==> src/sv/sha1bsh_pkg.sv <==
// Shared types and constants of the SHA-1 byte stream hasher.
`default_nettype none

package sha1bsh_pkg;

  // Input function codes
  localparam logic [1:0] FUNC_ABSORB  = 2'd0;
  localparam logic [1:0] FUNC_FINISH  = 2'd1;
  localparam logic [1:0] FUNC_RESTART = 2'd2;

  // Decoded command kinds carried through the queue
  typedef enum logic [1:0] {
    OP_ABSORB,
    OP_FINISH,
    OP_RESTART
  } op_t;

  typedef struct packed {
    op_t        op;
    logic [7:0] data;
  } cmd_t;

  // Command queue geometry
  localparam int FIFO_DEPTH = 4;
  localparam int FIFO_AW    = $clog2(FIFO_DEPTH);

  // Initial hash, index 0 is H0
  localparam logic [4:0][31:0] H_INIT = {
    32'hC3D2E1F0, 32'h10325476, 32'h98BADCFE, 32'hEFCDAB89, 32'h67452301
  };

  // Round constants, index 0 for rounds 0..19
  localparam logic [3:0][31:0] RND_K = {
    32'hCA62C1D6, 32'h8F1BBCDC, 32'h6ED9EBA1, 32'h5A827999
  };

  localparam logic [7:0] PAD_MARK   = 8'h80;
  localparam logic [6:0] LAST_ROUND = 7'd79;
  localparam logic [2:0] LAST_WORD  = 3'd4;

endpackage

`default_nettype wire

==> src/sv/sha1bsh_if.sv <==
// Valid/ready channel interfaces for the hasher's input and digest output.
`default_nettype none

interface sha1bsh_in_if;
  logic       valid;
  logic       ready;
  logic [1:0] func;
  logic [7:0] data_byte;

  modport source (output valid, output func, output data_byte, input ready);
  modport sink   (input valid, input func, input data_byte, output ready);
endinterface

interface sha1bsh_out_if;
  logic        valid;
  logic        ready;
  logic [31:0] digest_word;
  logic [2:0]  word_index;
  logic        last;
  logic        failed;

  modport source (output valid, output digest_word, output word_index, output last,
                  output failed, input ready);
  modport sink   (input valid, input digest_word, input word_index, input last,
                  input failed, output ready);
endinterface

`default_nettype wire

==> src/sv/sha1_byte_stream_hasher.sv <==
// Top level of the streaming SHA-1 byte hasher.
//
//   channel   dir  handshake      payload
//   in_ch     in   valid/ready    func[1:0], data_byte[7:0]
//   out_ch    out  valid/ready    digest_word[31:0], word_index[2:0], last, failed
//
// The engine takes a byte while idle; every 64th byte starts 80 rounds and one add step,
// so a long message is paced by the single round unit. Finish pads one byte per cycle,
// compresses once or twice, then sends five words; a repeated finish only sends its
// five words, a failed finish one zero word flagged failed. A four-entry command queue
// keeps accepting, until it is full, while the engine works or the output stalls.
// Reset is synchronous and active low; it loads the initial hash and clears the queue.
`default_nettype none

module sha1_byte_stream_hasher (
  input  wire logic      clk,
  input  wire logic      rst_n,
  sha1bsh_in_if.sink     in_ch,
  sha1bsh_out_if.source  out_ch
);

  sha1bsh_pkg::cmd_t push_cmd;
  sha1bsh_pkg::cmd_t pop_cmd;
  logic              push;
  logic              q_full;
  logic              pop;
  logic              q_not_empty;

  sha1bsh_front u_front (
    .in_ch    (in_ch),
    .q_full   (q_full),
    .push_cmd (push_cmd),
    .push     (push)
  );

  sha1bsh_fifo u_fifo (
    .clk       (clk),
    .rst_n     (rst_n),
    .push      (push),
    .push_cmd  (push_cmd),
    .full      (q_full),
    .pop       (pop),
    .pop_cmd   (pop_cmd),
    .not_empty (q_not_empty)
  );

  sha1bsh_core u_core (
    .clk       (clk),
    .rst_n     (rst_n),
    .cmd       (pop_cmd),
    .cmd_valid (q_not_empty),
    .cmd_pop   (pop),
    .out_ch    (out_ch)
  );

endmodule

`default_nettype wire

==> src/sv/sha1bsh_front.sv <==
// Front end: accepts input transfers, decodes the function and feeds the queue.
`default_nettype none

module sha1bsh_front (
  sha1bsh_in_if.sink          in_ch,
  input  wire logic           q_full,
  output sha1bsh_pkg::cmd_t   push_cmd,
  output logic                push
);

  logic             known;
  sha1bsh_pkg::op_t op;

  // Decode the function code; the unused code is accepted and dropped
  always_comb begin
    known = 1'b1;
    op    = sha1bsh_pkg::OP_ABSORB;
    case (in_ch.func)
      sha1bsh_pkg::FUNC_ABSORB:  op = sha1bsh_pkg::OP_ABSORB;
      sha1bsh_pkg::FUNC_FINISH:  op = sha1bsh_pkg::OP_FINISH;
      sha1bsh_pkg::FUNC_RESTART: op = sha1bsh_pkg::OP_RESTART;
      default:                   known = 1'b0;
    endcase
  end

  // Stall the source only while the queue is full
  assign in_ch.ready   = !q_full;
  assign push          = in_ch.valid && !q_full && known;
  assign push_cmd.op   = op;
  assign push_cmd.data = in_ch.data_byte;

endmodule

`default_nettype wire

==> src/sv/sha1bsh_fifo.sv <==
// Short command queue between the front end and the hash engine.
`default_nettype none

module sha1bsh_fifo (
  input  wire logic               clk,
  input  wire logic               rst_n,
  input  wire logic               push,
  input  wire sha1bsh_pkg::cmd_t  push_cmd,
  output logic                    full,
  input  wire logic               pop,
  output sha1bsh_pkg::cmd_t       pop_cmd,
  output logic                    not_empty
);

  sha1bsh_pkg::cmd_t                 q_r [sha1bsh_pkg::FIFO_DEPTH];
  logic [sha1bsh_pkg::FIFO_AW-1:0]   wr_ptr_r;
  logic [sha1bsh_pkg::FIFO_AW-1:0]   rd_ptr_r;
  logic [sha1bsh_pkg::FIFO_AW:0]     cnt_r;
  logic                              do_push;
  logic                              do_pop;

  assign full      = (cnt_r == (sha1bsh_pkg::FIFO_AW+1)'(sha1bsh_pkg::FIFO_DEPTH));
  assign not_empty = (cnt_r != '0);
  assign do_push   = push && !full;
  assign do_pop    = pop && not_empty;
  assign pop_cmd   = q_r[rd_ptr_r];

  // Store entries
  always_ff @(posedge clk) begin
    if (do_push) begin
      q_r[wr_ptr_r] <= push_cmd;
    end
  end

  // Advance pointers and occupancy
  always_ff @(posedge clk) begin
    if (!rst_n) begin
      wr_ptr_r <= '0;
      rd_ptr_r <= '0;
      cnt_r    <= '0;
    end else begin
      if (do_push) begin
        wr_ptr_r <= wr_ptr_r + 1'b1;
      end
      if (do_pop) begin
        rd_ptr_r <= rd_ptr_r + 1'b1;
      end
      if (do_push && !do_pop) begin
        cnt_r <= cnt_r + 1'b1;
      end else if (do_pop && !do_push) begin
        cnt_r <= cnt_r - 1'b1;
      end
    end
  end

endmodule

`default_nettype wire

==> src/sv/sha1bsh_core.sv <==
// Hash engine: block buffer, padding sequencer, 80-round compression, digest output.
`default_nettype none

module sha1bsh_core (
  input  wire logic               clk,
  input  wire logic               rst_n,
  input  wire sha1bsh_pkg::cmd_t  cmd,
  input  wire logic               cmd_valid,
  output logic                    cmd_pop,
  sha1bsh_out_if.source           out_ch
);

  typedef enum logic [2:0] {
    ST_IDLE,
    ST_PAD,
    ST_ROUND,
    ST_ADD,
    ST_EMIT
  } state_t;

  typedef enum logic [1:0] {
    RET_IDLE,
    RET_PAD,
    RET_EMIT
  } ret_t;

  state_t           state_r;
  ret_t             ret_r;
  logic [4:0][31:0] hash_r;
  logic [511:0]     blk_r;      // sixteen-word window, oldest word on top
  logic [31:0]      a_r, b_r, c_r, d_r, e_r;
  logic [6:0]       rnd_r;
  logic [5:0]       fill_r;
  logic [63:0]      bitcnt_r;
  logic             fin_r;
  logic             err_r;
  logic             mark_r;
  logic             lenblk_r;
  logic [2:0]       idx_r;
  logic             efail_r;
  logic             ov_r;
  logic [31:0]      od_r;
  logic [2:0]       oi_r;
  logic             ol_r;
  logic             of_r;

  logic [63:0]      bitcnt_nxt;
  logic [31:0]      w_nxt;
  logic [31:0]      t_nxt;
  logic [7:0]       pad_byte;
  logic             lenblk_now;
  logic             load_ok;

  function automatic logic [31:0] round_f(input logic [6:0] rnd, input logic [31:0] b,
                                          input logic [31:0] c, input logic [31:0] d);
    logic [31:0] f;
    if (rnd < 7'd20) begin
      f = (b & c) | (~b & d);
    end else if (rnd < 7'd40) begin
      f = b ^ c ^ d;
    end else if (rnd < 7'd60) begin
      f = (b & c) | (b & d) | (c & d);
    end else begin
      f = b ^ c ^ d;
    end
    return f;
  endfunction

  function automatic logic [31:0] round_k(input logic [6:0] rnd);
    logic [31:0] k;
    if (rnd < 7'd20) begin
      k = sha1bsh_pkg::RND_K[0];
    end else if (rnd < 7'd40) begin
      k = sha1bsh_pkg::RND_K[1];
    end else if (rnd < 7'd60) begin
      k = sha1bsh_pkg::RND_K[2];
    end else begin
      k = sha1bsh_pkg::RND_K[3];
    end
    return k;
  endfunction

  // Message schedule: w[i+16] from window taps 0, 2, 8 and 13
  always_comb begin
    w_nxt = blk_r[95:64] ^ blk_r[255:224] ^ blk_r[447:416] ^ blk_r[511:480];
    w_nxt = {w_nxt[30:0], w_nxt[31]};
  end

  // One compression round
  assign t_nxt = {a_r[26:0], a_r[31:27]} + round_f(rnd_r, b_r, c_r, d_r) + e_r
               + round_k(rnd_r) + blk_r[511:480];

  assign bitcnt_nxt = bitcnt_r + 64'd8;

  // Padding byte: mark, then zeros, then the big-endian length in the last block
  assign lenblk_now = mark_r ? lenblk_r : (fill_r < 6'd56);
  always_comb begin
    if (!mark_r) begin
      pad_byte = sha1bsh_pkg::PAD_MARK;
    end else if (lenblk_r && (fill_r[5:3] == 3'b111)) begin
      pad_byte = bitcnt_r[{~fill_r[2:0], 3'b000} +: 8];
    end else begin
      pad_byte = 8'h00;
    end
  end

  assign cmd_pop = (state_r == ST_IDLE) && cmd_valid;
  assign load_ok = !ov_r || out_ch.ready;

  assign out_ch.valid       = ov_r;
  assign out_ch.digest_word = od_r;
  assign out_ch.word_index  = oi_r;
  assign out_ch.last        = ol_r;
  assign out_ch.failed      = of_r;

  // Sequencer, hash state and output register
  always_ff @(posedge clk) begin
    if (!rst_n) begin
      state_r  <= ST_IDLE;
      ret_r    <= RET_IDLE;
      hash_r   <= sha1bsh_pkg::H_INIT;
      rnd_r    <= '0;
      fill_r   <= '0;
      bitcnt_r <= '0;
      fin_r    <= 1'b0;
      err_r    <= 1'b0;
      mark_r   <= 1'b0;
      lenblk_r <= 1'b0;
      idx_r    <= '0;
      efail_r  <= 1'b0;
      ov_r     <= 1'b0;
    end else begin
      // Load a digest word into the output; drop it once taken
      if ((state_r == ST_EMIT) && load_ok) begin
        ov_r <= 1'b1;
      end else if (out_ch.ready) begin
        ov_r <= 1'b0;
      end

      case (state_r)
        ST_IDLE: begin
          if (cmd_valid) begin
            case (cmd.op)
              sha1bsh_pkg::OP_ABSORB: begin
                if (fin_r || err_r) begin
                  err_r <= 1'b1;
                end else begin
                  blk_r    <= {blk_r[503:0], cmd.data};
                  fill_r   <= fill_r + 1'b1;
                  bitcnt_r <= bitcnt_nxt;
                  if (bitcnt_nxt == 64'd0) begin
                    err_r <= 1'b1;
                  end
                  if (fill_r == 6'd63) begin
                    a_r     <= hash_r[0];
                    b_r     <= hash_r[1];
                    c_r     <= hash_r[2];
                    d_r     <= hash_r[3];
                    e_r     <= hash_r[4];
                    rnd_r   <= '0;
                    ret_r   <= RET_IDLE;
                    state_r <= ST_ROUND;
                  end
                end
              end
              sha1bsh_pkg::OP_RESTART: begin
                hash_r   <= sha1bsh_pkg::H_INIT;
                fill_r   <= '0;
                bitcnt_r <= '0;
                fin_r    <= 1'b0;
                err_r    <= 1'b0;
              end
              sha1bsh_pkg::OP_FINISH: begin
                idx_r   <= '0;
                efail_r <= err_r;
                mark_r  <= 1'b0;
                if (err_r || fin_r) begin
                  state_r <= ST_EMIT;
                end else begin
                  state_r <= ST_PAD;
                end
              end
              default: begin
              end
            endcase
          end
        end

        ST_PAD: begin
          blk_r    <= {blk_r[503:0], pad_byte};
          fill_r   <= fill_r + 1'b1;
          mark_r   <= 1'b1;
          lenblk_r <= lenblk_now;
          if (fill_r == 6'd63) begin
            a_r     <= hash_r[0];
            b_r     <= hash_r[1];
            c_r     <= hash_r[2];
            d_r     <= hash_r[3];
            e_r     <= hash_r[4];
            rnd_r   <= '0;
            ret_r   <= lenblk_now ? RET_EMIT : RET_PAD;
            state_r <= ST_ROUND;
          end
        end

        ST_ROUND: begin
          a_r   <= t_nxt;
          b_r   <= a_r;
          c_r   <= {b_r[1:0], b_r[31:2]};
          d_r   <= c_r;
          e_r   <= d_r;
          blk_r <= {blk_r[479:0], w_nxt};
          rnd_r <= rnd_r + 1'b1;
          if (rnd_r == sha1bsh_pkg::LAST_ROUND) begin
            state_r <= ST_ADD;
          end
        end

        ST_ADD: begin
          hash_r[0] <= hash_r[0] + a_r;
          hash_r[1] <= hash_r[1] + b_r;
          hash_r[2] <= hash_r[2] + c_r;
          hash_r[3] <= hash_r[3] + d_r;
          hash_r[4] <= hash_r[4] + e_r;
          case (ret_r)
            RET_PAD: begin
              lenblk_r <= 1'b1;
              state_r  <= ST_PAD;
            end
            RET_EMIT: begin
              bitcnt_r <= '0;
              fin_r    <= 1'b1;
              state_r  <= ST_EMIT;
            end
            default: begin
              state_r <= ST_IDLE;
            end
          endcase
        end

        ST_EMIT: begin
          if (load_ok) begin
            od_r  <= efail_r ? 32'd0 : hash_r[idx_r];
            oi_r  <= idx_r;
            ol_r  <= efail_r || (idx_r == sha1bsh_pkg::LAST_WORD);
            of_r  <= efail_r;
            idx_r <= idx_r + 1'b1;
            if (efail_r || (idx_r == sha1bsh_pkg::LAST_WORD)) begin
              state_r <= ST_IDLE;
            end
          end
        end

        default: begin
          state_r <= ST_IDLE;
        end
      endcase
    end
  end

endmodule

`default_nettype wire

==> src/flat_wrapper.sv <==
// flat-port wrapper written by rule: the top's interface ports become plain ports
module sha1_byte_stream_hasher_flat 
  (clk, rst_n, in_ch_valid, in_ch_func, in_ch_data_byte, in_ch_ready, out_ch_valid, out_ch_digest_word, out_ch_word_index, out_ch_last, out_ch_failed, out_ch_ready);
  sha1bsh_in_if in_ch_i ();
  sha1bsh_out_if out_ch_i ();
  input  wire logic clk;
  input  wire logic rst_n;
  input wire logic [$bits(in_ch_i.valid)-1:0] in_ch_valid;
  input wire logic [$bits(in_ch_i.func)-1:0] in_ch_func;
  input wire logic [$bits(in_ch_i.data_byte)-1:0] in_ch_data_byte;
  output wire logic [$bits(in_ch_i.ready)-1:0] in_ch_ready;
  output wire logic [$bits(out_ch_i.valid)-1:0] out_ch_valid;
  output wire logic [$bits(out_ch_i.digest_word)-1:0] out_ch_digest_word;
  output wire logic [$bits(out_ch_i.word_index)-1:0] out_ch_word_index;
  output wire logic [$bits(out_ch_i.last)-1:0] out_ch_last;
  output wire logic [$bits(out_ch_i.failed)-1:0] out_ch_failed;
  input wire logic [$bits(out_ch_i.ready)-1:0] out_ch_ready;
  assign in_ch_i.valid = in_ch_valid;
  assign in_ch_i.func = in_ch_func;
  assign in_ch_i.data_byte = in_ch_data_byte;
  assign in_ch_ready = in_ch_i.ready;
  assign out_ch_valid = out_ch_i.valid;
  assign out_ch_digest_word = out_ch_i.digest_word;
  assign out_ch_word_index = out_ch_i.word_index;
  assign out_ch_last = out_ch_i.last;
  assign out_ch_failed = out_ch_i.failed;
  assign out_ch_i.ready = out_ch_ready;
  sha1_byte_stream_hasher u_core (.clk(clk), .rst_n(rst_n), .in_ch(in_ch_i), .out_ch(out_ch_i));
endmodule
==> config.mk <==
export PLATFORM = sky130hd
export DESIGN_NAME = sha1_byte_stream_hasher_flat
export DESIGN_NICKNAME = d
export VERILOG_FILES = /design/src/sv/sha1bsh_pkg.sv /design/src/sv/sha1bsh_if.sv /design/src/sv/sha1_byte_stream_hasher.sv /design/src/sv/sha1bsh_front.sv /design/src/sv/sha1bsh_fifo.sv /design/src/sv/sha1bsh_core.sv /design/src/flat_wrapper.sv
export SDC_FILE = /design/constraint.sdc
export NUM_CORES = 2
export LEC_CHECK = 0
export ABC_CLOCK_PERIOD_IN_PS = 68800
export BUFFER_PORTS_ARGS = -buffer_cell sky130_fd_sc_hd__buf_2
export CAP_MARGIN = 20
export CORE_UTILIZATION = 55
export CTS_CLUSTER_SIZE = 12
export DETAILED_ROUTE_END_ITERATION = 6
export PLACE_DENSITY = 0.74
export SLEW_MARGIN = 20
export SYNTH_ARGS = -nofsm -noshare
export SYNTH_HDL_FRONTEND = slang
export SYNTH_SLANG_ARGS = --single-unit
export TNS_END_PERCENT = 30
==> constraint.sdc <==
create_clock -name clk -period 68.8 [get_ports clk]
set_input_delay 17.2 -clock clk [delete_from_list [all_inputs] [get_ports clk]]
set_output_delay 17.2 -clock clk [all_outputs]
set_load 0.005 [all_outputs]
# After elaboration in Yosys (flattened, before gate mapping)
# Memory sizes are Yosys's and may differ from the RTL's. A register that Yosys moved wholly into a read port is not among the register bits.
# Cells that the tools add are included.
# op_classes
bitwise_logic	14
n_mux	100
n_lt_le_gt_ge	5
n_eq_ne	31
reduce_logical	44
addsub	17
shift	1
# ops
op	count
2-to-1 mux 512 bit	3
one-hot mux 512 bit (3 select lines)	1
2-to-1 mux 32 bit	26
one-hot mux 32 bit (3 select lines)	5
2-to-1 mux 160 bit	2
one-hot mux 160 bit (2 select lines)	1
adder 32 bit	9
one-hot mux 64 bit (2 select lines)	2
2-to-1 mux 64 bit	3
XOR 32 bit	5
AND 32 bit	4
binary-select mux 32 bit (select 3 bit)	1
bitwise OR 32 bit	3
adder 64 x 4 -> 64 bit, second input constant	1
zero test 64 bit	1
variable part select 64 x 7 -> 8 bit	1
2-to-1 mux 3 bit	12
NOT 32 bit	1
2-to-1 mux 31 bit	1
2-to-1 mux 7 bit	4
one-hot mux 6 bit (2 select lines)	2
one-hot mux 7 bit (3 select lines)	1
AND reduction 4 bit	5
one-hot mux 3 bit (2 select lines)	3
other kinds (40)	115
# word_totals
inputBits	14
wordCells	243
ram_bits	40
n_memories	1
regBits	967
output_inout_bits	39
# mem_list
name	depth	width	rd	rd_ports_with_merged_regs	write_ports	line_no	text
u_core.u_fifo.q_r	4	10	1	1	1	sha1bsh_fifo.sv:15	sha1bsh_pkg::cmd_t q_r [sha1bsh_pkg::FIFO_DEPTH];

# Logic depth before layout (Yosys ltp)
# depth
word_depth	11
ltp_mapped	24
depth_no_buf	21

# Hierarchy
# Synthesis repeated with hierarchy kept, for this count alone.
# hier_totals
cells_unflattened	6149
hier_area_um2	57402.6
# by_module_without_submodules
mod	cells_per_inst	seq_area_each_um2	area_each_um2	n_inst
sha1bsh_core	6036	26255.2	55384.4	1
sha1bsh_fifo	100	1381.3	1926.8	1
sha1bsh_front	13	0.0	91.3	1

# Worst setup path before layout
# Ideal clock, no wire load.
# synth_path
kind	in2reg
startpoint	input rst_n
endpoint	register u_core.u_core.blk_r[0], enable pin
setup_time_ns	2.144
slack_ns	12.250
t_arrival_ns	54.406
t_required_ns	66.656
n_path_buf	0
path_stages	2
cell_sequence	nand2b_1 > a211oi_1
# synth_via
elab_chain_cells	1
# synth_lines
element	line_no	text
start: declaration	flat_wrapper.sv:7	input wire logic rst_n;
AND reduction 5 bit (no source line)	n/a	
end signal: assignment	sha1bsh_core.sv:148	blk_r <= {blk_r[503:0], cmd.data};
end signal: assignment	sha1bsh_core.sv:190	blk_r <= {blk_r[503:0], pad_byte};
end signal: assignment	sha1bsh_core.sv:212	blk_r <= {blk_r[479:0], w_nxt};
end: declaration	sha1bsh_core.sv:30	logic [511:0] blk_r;
# Every way passes these cells.
# A chain may end at the register's enable or synchronous reset.

# Worst setup path after layout
# layout_path
startpoint	input rst_n
endpoint	register u_core.u_core.blk_r[22], enable pin
# The elaborated chain is that of the path after synthesis.

==> impl_metrics.csv <==
group,metric,value,unit
drt,post-route-drc-count,0,
power,p_leak,25.3,nW
drt,vias_per_cell,5.97,
floorplanning,rows,118,
worst_setup_path,crit_cells,6,
timing,setup_viol,0,
cells_and_area,final_cell_mix,"2,033 x nand2_1, 749 x edfxtp_1, 340 x nor2_1",
timing,fin_crit_sh,0.303,
power,powerDensity,27.9,nW/um^2
placed_design,io_buffer_count,52,
floorplanning,core_area,103000,sq um
timing,clock_skew,0.0428,ns
worst_setup_path,critPathKind,"input port to register",
placed_design,placed_cells,7343,
clock_tree,cts_max_path_buffers,3,
synth,synth-edff-count,749,
cells_and_area,final_common_cell,"nand2_1",
hold_path,hold_depth,2,
grt,grt_max_degree,260,
synth,syn_inst,6169,
synth,syn_area_per_cell,9.30,sq um
worst_setup_path,crit_chain,"buf_2 > nand2b_1 > a211oi_4 > buf_4 > buf_4 > buf_4",
worst_setup_path,r2r-end,"u_core.u_core.a_r[31]",
timing,finalSetupTns,0,ns
floorplanning,die_y,325,um
drt,drtAntennaViolNets,0,
job,cap_violations,0,
synth,ys_ff_latch,1006,
clock_tree,clk_latency,0.72,ns
timing,hold_violations,0,
timing,hold_slack,0.477,ns
clock_tree,cts_setup_buffers,0,
timing,period_minus_slack,20.87,ns
worst_setup_path,critPathTopFamily,"buffers and inverters",
synth,ys_warn_count,0,
cells_and_area,post-route-cell-area,62400,sq um
hold_path,hp-class,"register to register",
outcome,outcome,"finished clean",
timing,worstMarginPinSlew,1.24,ns
synth,synth_cell_types,92,
grt,grt_usage,0.284,
floorplanning,die_w,325,um
worst_setup_path,critPathSlowestCell,"buf_4",
synth,synthArstFlopShare,0,
timing,max_freq,47.9,MHz
grt,grt_first_pass_wirelength,239000,um
worst_setup_path,end_kind,"register",
placed_design,placed_area,58600,sq um
worst_setup_path,r2r_cells,23,
worst_setup_path,setup.worst_path.start_class,"input port",
synth,ys.flop_type,"edfxtp_1",
drt,avgRoutedWirePerCell,20.2,um
worst_setup_path,max_stage_delay,0.93,ns
floorplanning,io_pins,53,
clock_tree,cts-buffers-inserted,109,
drt,drtIter0Drc,4948,
placed_design,dp_hpwl,103000,um
timing,max-slew-margin-rel,0.175,
grt,grt.overflow.total,0,
clock_tree,htreeDepth,3,
clock_tree,clk_pin_slew,0.06,ns
clock_tree,cts_resized,0,
power,ir_drop,0.0246,mV
drt,routed_wl,152000,um
synth,synth_nets,6512,
worst_setup_path,r2r_start,"u_core.u_core.rnd_r[3]",
worst_setup_path,r2r_setup_slack,62.10,ns
cells_and_area,drive_above_1_share,0.0601,
worst_setup_path,worstPathArrival,21.21,ns
cells_and_area,fin_cells,7541,
floorplanning,initial_utilization,0.554,
cells_and_area,area_growth,8.73,%
drt,drtPass1Iterations,6,
clock_tree,cts_tree,"done",
drt,num_vias,45100,
hold_path,hold_end,"u_core.u_core.ret_r[1]",
timing,finalMaxSlewViolations,0,
worst_setup_path,worst-path-max-fanout,84,
floorplanning,dieArea,106000,sq um
clock_tree,cts_hold_buf,0,
clock_tree,cts-root-buf,"clkbuf_16",
placed_design,gp_congestion,0.972,
worst_setup_path,timing.critical_path.mode_cell,"buf_4",
cells_and_area,num-fill-cells,8616,
hold_path,worstHoldStart,"u_core.u_core.ret_r[1]",
cells_and_area,fin_nets,6417,
worst_setup_path,required,69.14,ns
synth,syn_area,57400,sq um
timing,rsz0062_at_grt,"false",
worst_setup_path,crit_buf_inv,4,
grt,grt_pass1_vias,42400,
cells_and_area,fin_util,0.603,
grt,antenna_found_initial,2,
synth,ys_seq_area_frac,0.482,
clock_tree,cts_sinks,1006,
[synth_stat cells, types with 9 or more instances]
| cell | count | area, sq um |
|---|---|---|
| o21a_1 | 33 | 248 |
| and2_1 | 20 | 125 |
| xnor2_1 | 207 | 1810 |
| o22ai_1 | 60 | 375 |
| or4_1 | 11 | 82.6 |
| nor4_1 | 19 | 119 |
| a211o_1 | 10 | 87.6 |
| and3_1 | 40 | 250 |
| edfxtp_1 | 749 | 22500 |
| o31ai_1 | 19 | 143 |
| or3_1 | 36 | 225 |
| a21oi_1 | 246 | 1230 |
| and4_1 | 9 | 78.8 |
| mux2i_1 | 50 | 500 |
| dfxtp_1 | 257 | 5140 |
| buf_1 | 14 | 52.6 |
| o21ai_0 | 294 | 1470 |
| o221ai_1 | 14 | 123 |
| nand3b_1 | 18 | 135 |
| nor3_1 | 78 | 390 |
| inv_1 | 274 | 1030 |
| a31oi_1 | 30 | 188 |
| a21o_1 | 79 | 593 |
| a221oi_1 | 20 | 175 |
| a211oi_1 | 25 | 188 |
| nand4_1 | 36 | 225 |
| nor2_1 | 344 | 1290 |
| a22oi_1 | 77 | 578 |
| o31a_1 | 10 | 87.6 |
| fa_1 | 118 | 2360 |
| nand2b_1 | 32 | 200 |
| o211ai_1 | 10 | 75.1 |
| mux4_2 | 55 | 1240 |
| ha_1 | 211 | 2640 |
| buf_2 | 14 | 70.1 |
| nor2b_1 | 20 | 125 |
| xor2_1 | 87 | 762 |
| a2111oi_0 | 10 | 87.6 |
| nand2_1 | 2033 | 7630 |
| o21bai_1 | 15 | 113 |
| nor3b_1 | 12 | 90.1 |
| clkbuf_1 | 275 | 1030 |
| nand3_1 | 77 | 385 |
[worst max-delay path by stage]
| stage | slack, ns | to | start |
|---|---|---|---|
| after floorplan | 12.25 | u_core.u_core.blk_r[0] | rst_n |
| after global placement | 47.23 | u_core.u_core.blk_r[181] | rst_n |
| after detailed placement | 47.17 | u_core.u_core.blk_r[197] | rst_n |
| after CTS | 47.94 | u_core.u_core.blk_r[506] | rst_n |
| after global routing | 47.68 | u_core.u_core.blk_r[181] | rst_n |
| final | 47.93 | u_core.u_core.blk_r[22] | rst_n |
[cells by family (layout without fill, tap and decap cells)]
family	Yosys count	after routing	share of synthesized area
and+or+nand+nor	2820	2820	0.204
AOI/OAI and AO/OA	1027	1027	0.112
DFF	1006	1006	0.482
buffers and inverters	585	576	0.0392
adders and majority gates	329	329	0.0872
xor gates and xnor gates	294	294	0.0449
muxes	108	108	0.0309
other	0	1	0
[worst min-delay path: cells and delay by family (launching register included)]
kind	cells	cell delay, ns
AOI/OAI and AO/OA	1	0.05
DFF	1	0.32
and+or+nand+nor	1	0.06
[power breakdown]
group          total [mW]  internal [mW]  switching, mW
logic               0.333          0.111          0.221
registers           0.791          0.747         0.0439
clock network       0.614          0.360          0.254
[flip-flops by register name (all words and copies together), names as in the netlist, 6 cells and up, named ones only]
register                          flops
u_core.u_core.fill_r                  6
u_core.u_core.e_r                    32
u_core.u_core.c_r                    32
u_core.u_core.d_r                    32
u_core.u_core.out_ch.digest_word     32
u_core.u_core.bitcnt_r               61
u_core.u_core.blk_r                 512
u_core.u_fifo.q_r                    40
u_core.u_core.b_r                    32
u_core.u_core.hash_r                160
u_core.u_core.a_r                    32
u_core.u_core.rnd_r                   7
[cell type report]
cell class                      instances  area [sq um]  area share
Sequential cell                      1006         27600       0.443
Multi-Input combinational cell       4578         27500       0.442
Clock buffer                          143          3000      0.0480
Tap cell                             1380          1730      0.0277
Inverter                              276          1040      0.0167
Clock inverter                         54           723      0.0116
Timing Repair Buffer                  103           697      0.0112
Antenna cell                            1          2.50   0.0000401
[stage by stage]
stage / setup WS, ns / power [mW]
4_1_cts: 47.94 / 1.74
6_report: 47.93 / 1.74
2_1_floorplan: 12.25 / 1.13
3_3_place_gp: 47.23 / 1.12
5_1_grt: 47.68 / 1.81
3_5_place_dp: 47.17 / 1.13
[per-layer routing]
| layer | up-vias | GRT usage | part of all wire |
|---|---|---|---|
| met2 | 1888 | 0.446 | 0.46 |
| li1 | 21100 | - | - |
| met4 | 2 | 0.0934 | 0.033 |
| met5 | - | 0 | 0.00013 |
| met1 | 21800 | 0.405 | 0.42 |
| met3 | 325 | 0.0435 | 0.084 |
Note: power is estimated with default switching activity, not from simulation.
